## config.mk

```make
export PLATFORM = sky130hd
export DESIGN_NAME = brb_ctrl
export DESIGN_NICKNAME = d
export VERILOG_FILES = /design/src/brb_pkg.sv /design/src/brb_ctrl.sv
export SDC_FILE = /design/constraint.sdc
export NUM_CORES = 1
export LEC_CHECK = 0
export ABC_AREA = 1
export BUFFER_PORTS_ARGS = -buffer_cell sky130_fd_sc_hd__clkbuf_2
export CORE_AREA = 2 2 39 41
export DETAILED_ROUTE_END_ITERATION = 8
export DIE_AREA = 0 0 41 43
export SLEW_MARGIN = 25
export SYNTH_ARGS = -nofsm -noshare
export SYNTH_HDL_FRONTEND = slang
export SYNTH_SLANG_ARGS = --single-unit
```

## constraint.sdc

```tcl
create_clock -name clk -period 1.96 [get_ports clk]
set_input_delay 0.098 -clock clk [delete_from_list [all_inputs] [get_ports clk]]
set_output_delay 0.098 -clock clk [all_outputs]
set_load 0.05 [all_outputs]
```

## src/brb_pkg.sv

```systemverilog
package brb_pkg;

  // Buffer sizing: one spare slot tells full from empty
  localparam int CAPACITY = 1023;
  localparam int SLOTS    = CAPACITY + 1;
  localparam int PTR_W    = $clog2(SLOTS);
  localparam int CNT_W    = 10;
  localparam int SUM_W    = ((PTR_W > CNT_W) ? PTR_W : CNT_W) + 1;

  // Item modes
  localparam logic [1:0] MODE_PUSH   = 2'd0;
  localparam logic [1:0] MODE_POP    = 2'd1;
  localparam logic [1:0] MODE_PEEK   = 2'd2;
  localparam logic [1:0] MODE_STATUS = 2'd3;

  typedef struct packed {
    logic [1:0]       mode;
    logic [7:0]       data_in;
    logic             first;
    logic             last;
    logic [CNT_W-1:0] length;
    logic [CNT_W-1:0] offset;
  } in_item_t;

  typedef struct packed {
    logic             ok;
    logic [7:0]       data_out;
    logic [CNT_W-1:0] used_count;
    logic [CNT_W-1:0] free_count;
  } out_item_t;

  // Controller to datapath commands
  typedef struct packed {
    logic load_item;  // execute the accepted item
    logic load_data;  // capture memory read data into the result
  } brb_cmd_t;

  // Pointer advance modulo SLOTS; n never reaches SLOTS in use
  function automatic logic [PTR_W-1:0] ring_add(input logic [PTR_W-1:0] p,
                                                input logic [CNT_W-1:0] n);
    logic [SUM_W-1:0] sum;
    sum = SUM_W'(p) + SUM_W'(n);
    if (sum >= SUM_W'(SLOTS)) begin
      sum = sum - SUM_W'(SLOTS);
    end
    return sum[PTR_W-1:0];
  endfunction

  // Bytes held between head and tail
  function automatic logic [PTR_W-1:0] used_of(input logic [PTR_W-1:0] tail,
                                               input logic [PTR_W-1:0] head);
    logic [SUM_W-1:0] diff;
    if (tail >= head) begin
      diff = SUM_W'(tail) - SUM_W'(head);
    end else begin
      diff = SUM_W'(tail) + SUM_W'(SLOTS) - SUM_W'(head);
    end
    return diff[PTR_W-1:0];
  endfunction

endpackage

```

## src/brb_ctrl.sv

```systemverilog
module brb_ctrl (
  input  logic              clk,
  input  logic              rst_n,
  input  logic              in_valid,
  output logic              in_ready,
  output logic              out_valid,
  input  logic              out_ready,
  output brb_pkg::brb_cmd_t cmd
);

  localparam logic [1:0] S_IDLE = 2'd0;
  localparam logic [1:0] S_READ = 2'd1;
  localparam logic [1:0] S_RESP = 2'd2;

  logic [1:0] state_r;
  logic [1:0] state_nxt;
  logic       load_item;

  // Take a new item when no result is pending or the pending one leaves now
  assign in_ready  = (state_r == S_IDLE) || ((state_r == S_RESP) && out_ready);
  assign load_item = in_valid && in_ready;
  assign out_valid = (state_r == S_RESP);

  assign cmd.load_item = load_item;
  assign cmd.load_data = (state_r == S_READ);

  // Next state
  always_comb begin
    state_nxt = state_r;
    unique case (state_r)
      S_IDLE: begin
        if (load_item) state_nxt = S_READ;
      end
      S_READ: begin
        state_nxt = S_RESP;
      end
      S_RESP: begin
        if (load_item) state_nxt = S_READ;
        else if (out_ready) state_nxt = S_IDLE;
      end
      default: begin
        state_nxt = S_IDLE;
      end
    endcase
  end

  always_ff @(posedge clk) begin
    if (!rst_n) begin
      state_r <= S_IDLE;
    end else begin
      state_r <= state_nxt;
    end
  end

  // An accepted item always reaches the read slot next
  a_item_to_read: assert property (@(posedge clk) disable iff (!rst_n)
    load_item |=> (state_r == S_READ))
    else $error("accepted item did not enter read state");

  // Read data is captured in the read state, which always leads to a presented result
  a_read_to_resp: assert property (@(posedge clk) disable iff (!rst_n)
    (state_r == S_READ) |=> out_valid)
    else $error("result not presented after read");

  // No item is taken while a read is in flight
  a_no_accept_in_read: assert property (@(posedge clk) disable iff (!rst_n)
    (state_r == S_READ) |-> !in_ready)
    else $error("input ready during read");

endmodule

```

# [Yosys cells after proc, flatten, opt, wreduce, memory -nomap -nowiden]
# Cells that the tools add are included.
[classes] muxes=4 reduce_logical=5 eq_ne=4
[ops] operator="2-bit 2-to-1 mux" count=3
[ops] operator="2-bit case mux with 3 select lines" count=1
[ops] operator="3-bit by 1-bit inequality test with 1-bit output, second input constant" count=1
[ops] operator="2-bit by 1-bit == test with 1-bit output, second input constant" count=1
[ops] operator="2-bit == test, second input constant" count=1
[ops] operator="1-bit logical AND" count=2
[ops] operator="2-bit logical NOT" count=1
[ops] operator="2-bit inequality test, second input constant" count=1
[ops] operator="2-bit AND reduction" count=1
[ops] operator="1-bit logical OR" count=1
[totals] output_inout_bits=4 regBits=2 input_bits=4 elab_cells=14

# [Longest topological paths before layout]
[logic_depth] word_depth=6 depth_mapped=5

# [Least setup slack after synthesis]
# OpenSTA, ideal clock, no wires.
[synth_timing] path_kind="flip-flop to output port" startpoint="reg state_r[1]" endpoint="out out_valid" t_arrival_ps=1068 stages_incl_launch_ff=3 setup_slack_ps=794 t_required_ps=1862 cell_sequence="dfxtp_1 inv_1 nor2_1"
[synth_between] elab_chain_len=1
[synth_lines] item="start: declaration" line_no="brb_ctrl.sv:15" rtl="logic [1:0] state_r;"
[synth_lines] item="start signal: assignment" line_no="brb_ctrl.sv:51" rtl="state_r <= state_nxt;"
[synth_lines] item="2-bit == test" line_no="brb_ctrl.sv:22" rtl="assign out_valid = (state_r == S_RESP);"
[synth_lines] item="end: declaration" line_no="brb_ctrl.sv:6" rtl="output logic out_valid,"
# No other way between the ends.

# [Worst setup path in the final report]
[layout_timing] startpoint="reg state_r[1]" endpoint="out in_ready"
[layout_between] elab_chain_len=3 elab_cells_between_ends=4 classes_between="eq/ne: 1; reduce/logical: 3"
[layout_lines] item="2-bit == test" line_no="brb_ctrl.sv:20" rtl="assign in_ready = (state_r == S_IDLE) || ((state_r == S_RESP) && out_ready);"
[layout_lines] item="1-bit logical AND" line_no="brb_ctrl.sv:20"
[layout_lines] item="1-bit logical OR *" line_no="brb_ctrl.sv:20"
[layout_lines] item="end: declaration" line_no="brb_ctrl.sv:5" rtl="output logic in_ready,"
# Mark *: on every way between the ends. The rest lies on a longest branch, timed or not.

==> qor.yml <==
largest_reg_flops: 2
finalInstanceArea_um2: 183.9
min_to: "state_r[0]$_SDFFE_PN0P_"
fillerInstances: 166
antenna_found_initial: 0
vias: 119
synth_async_sr_flop_share_pct: 0
ys_top_cells_by_area: "dfxtp_1, inv_1, buf_4, nand2_1, nor2_1"
dieArea_um2: 1763
ir_worst_vdd_mv: 0.1472
slew_headroom_pct: 81.72
ios: 8
grt_pass1_wl_um: 345
cts_setup_buffers: 0
start_kind: "flop"
synth.net_count: 22
rsz0062_at_grt: "false"
post-route-min-period_ps: 1138
drv_cap: 0
synth_compound_area_share_pct: 7.216
clk_path_buf_depth: 2
hp-class: "in -> reg"
first_pass_iters: 2
path_class: "reg -> out"
max_stage_delay_ps: 340
power_uw: 176.3
grt_max_degree: 6
reg2reg_depth: 3
p_leak_nw: 0.1032
nets: 32
post_cts_resize_count: 0
synthMuxAreaShare_pct: 0
synth-xor-area-share_pct: 0
syn_avg_cell_area_um2: 6.743
top_register: "state_r"
worstPathRequired_ps: 1860
drive_gt1_share_pct: 50.00
fp.coreArea_um2: 1384
synthesis.area_um2: 121.4
critPathSlowestCell: "dfxtp_1"
finalSetupViolations: 0
clock-skew-final_ps: 2.193
synth_fa_ha_area_share_pct: 0
synth_common_cells: "inv_1, nand2_1, nor2_1, buf_4, dfxtp_1"
synth.distinct_cells: 8
dieWidth_um: 41
grt_pass1_vias: 103
hp-start: "rst_n"
fin_tns_setup_ps: 0
ant_nets: 0
fmax_mhz: 878.6
post_dp_cell_area_um2: 161.4
min_period_over_period_pct: 58.07
wire_per_inst_um: 5.786
r2r-end: "state_r[0]$_SDFFE_PN0P_"
io_buffer_count: 7
critPathArrivalTime_ps: 1040
cts_buffers: 3
worst_pin_slew_ps: 275.4
crit_fanout: 5
row_count: 14
cellPowerDensity_nw_per_um2: 958.3
n_antenna_cell: 0
path_cells: "a21oi_2 -> clkbuf_2"
ff2ff_setup_slack_ps: 1280
holdPathStages: 3
via_per_inst: 2.833
yosys_warnings: 0
hold_buffers: 0
clkSinkCount: 2
drc: 0
cts-root-buf: "clkbuf_4"
synth_top_area_share_pct: 32.99
worstSetupEndpointType: "output port"
fin_util_pct: 13.29
synth_top_family_by_area: "simple AND/OR/NAND/NOR gates"
status: "finished, final reports clean"
synth-main-ff-cell: "dfxtp_1"
cts_tree: "yes"
reg_top3: "state_r x2"
track_usage_pct: 4.404
postRouteWirelength_um: 243
gp_congestion: 0.4668
r2r_start: "state_r[1]$_SDFFE_PN0P_"
area_delta_synth_final_pct: 51.55
cts.reportedPaths.clkPinSlew_ps: 30
synthSimpleGateAreaFrac_pct: 31.96
drt_iter0_drc: 1
synthCells: 18
initial_core_util_pct: 8.770
synth_edf_count: 0
synth.yosys.seq_area_share_pct: 32.99
synth_most_common_cell: "inv_1"
synth.ff_latch_count: 2
die_h_um: 43
insertion_delay_ps: 220
maxSlewViolCount: 0
overflow: 0
yosysTopAreaCell: "dfxtp_1"
htreeDepth: 1
hold_viol: 0
[layout make-up]
cell class / count / area [µm²] / area share [%]
flip-flops and latches: 2 / 40.04 / 21.77
multi-input cells: 9 / 47.55 / 25.85
inverters: 5 / 18.77 / 10.20
repair buffers: 7 / 35.03 / 19.05
clock buffers: 3 / 22.52 / 12.24
well taps: 16 / 20.02 / 10.88
[cells by family (layout without fill, tap and decap cells)]
| kind of cell | after synthesis | in the layout |
|---|---|---|
| and+or+nand+nor | 8 | 8 |
| buffers and inverters | 7 | 15 |
| DFF | 2 | 2 |
| AOI/OAI and AO/OA | 1 | 1 |
[stage by stage]
step	hold slack, ps	std cells	worst slack, ps
finish	96.18	42	821.8
global route	97.06	42	729.0
CTS	92.47	42	802.6
detailed placement	331.6	39	1043
global placement	315.8	39	1049
floorplan	209.5	18	794.0
[worst max-delay path by stage]
stage / to / cells past startpoint / from
floorplan: out_valid / 2 / state_r[1]$_SDFFE_PN0P_
global placement: in_ready / 2 / state_r[1]$_SDFFE_PN0P_
detailed placement: in_ready / 2 / state_r[1]$_SDFFE_PN0P_
CTS: in_ready / 2 / state_r[1]$_SDFFE_PN0P_
global route: cmd[0] / 3 / state_r[0]$_SDFFE_PN0P_
finish: in_ready / 2 / state_r[1]$_SDFFE_PN0P_
[cell usage in the layout, fill, tap and decap left out]
cell type / netlist / layout
nand3_2: 1 / 1
nor2_2: 1 / 1
dfxtp_1: 2 / 2
nand2_1: 3 / 3
clkbuf_4: 0 / 3
nor2_1: 3 / 3
inv_1: 5 / 5
a21oi_2: 1 / 1
clkbuf_2: 0 / 7
[where the power goes]
group          internal [mW]  switching, mW  total [mW]
sequential            0.0435        0.00290      0.0464
clock                 0.0675         0.0228      0.0904
combinational        0.00994         0.0295      0.0395
total                  0.121         0.0553       0.176
[critical path: cells and delay by family, from the launching register on]
| kind | cells | cell delay [ps] |
|---|---|---|
| flops | 1 | 340 |
| buf+inv | 1 | 300 |
| compound gates | 1 | 190 |
[routing by layer]
metal / wire length (µm) / global-route usage (%) / vias up
li1: - / - / 66
met1: 101 / 2.229 / 46
met2: 97 / 4.063 / 7
met3: 44 / 6.283 / 0
met4: 0 / 8.000 / 0
met5: 0 / 0 / -
No activity file was read; power rests on OpenSTA's default activity.
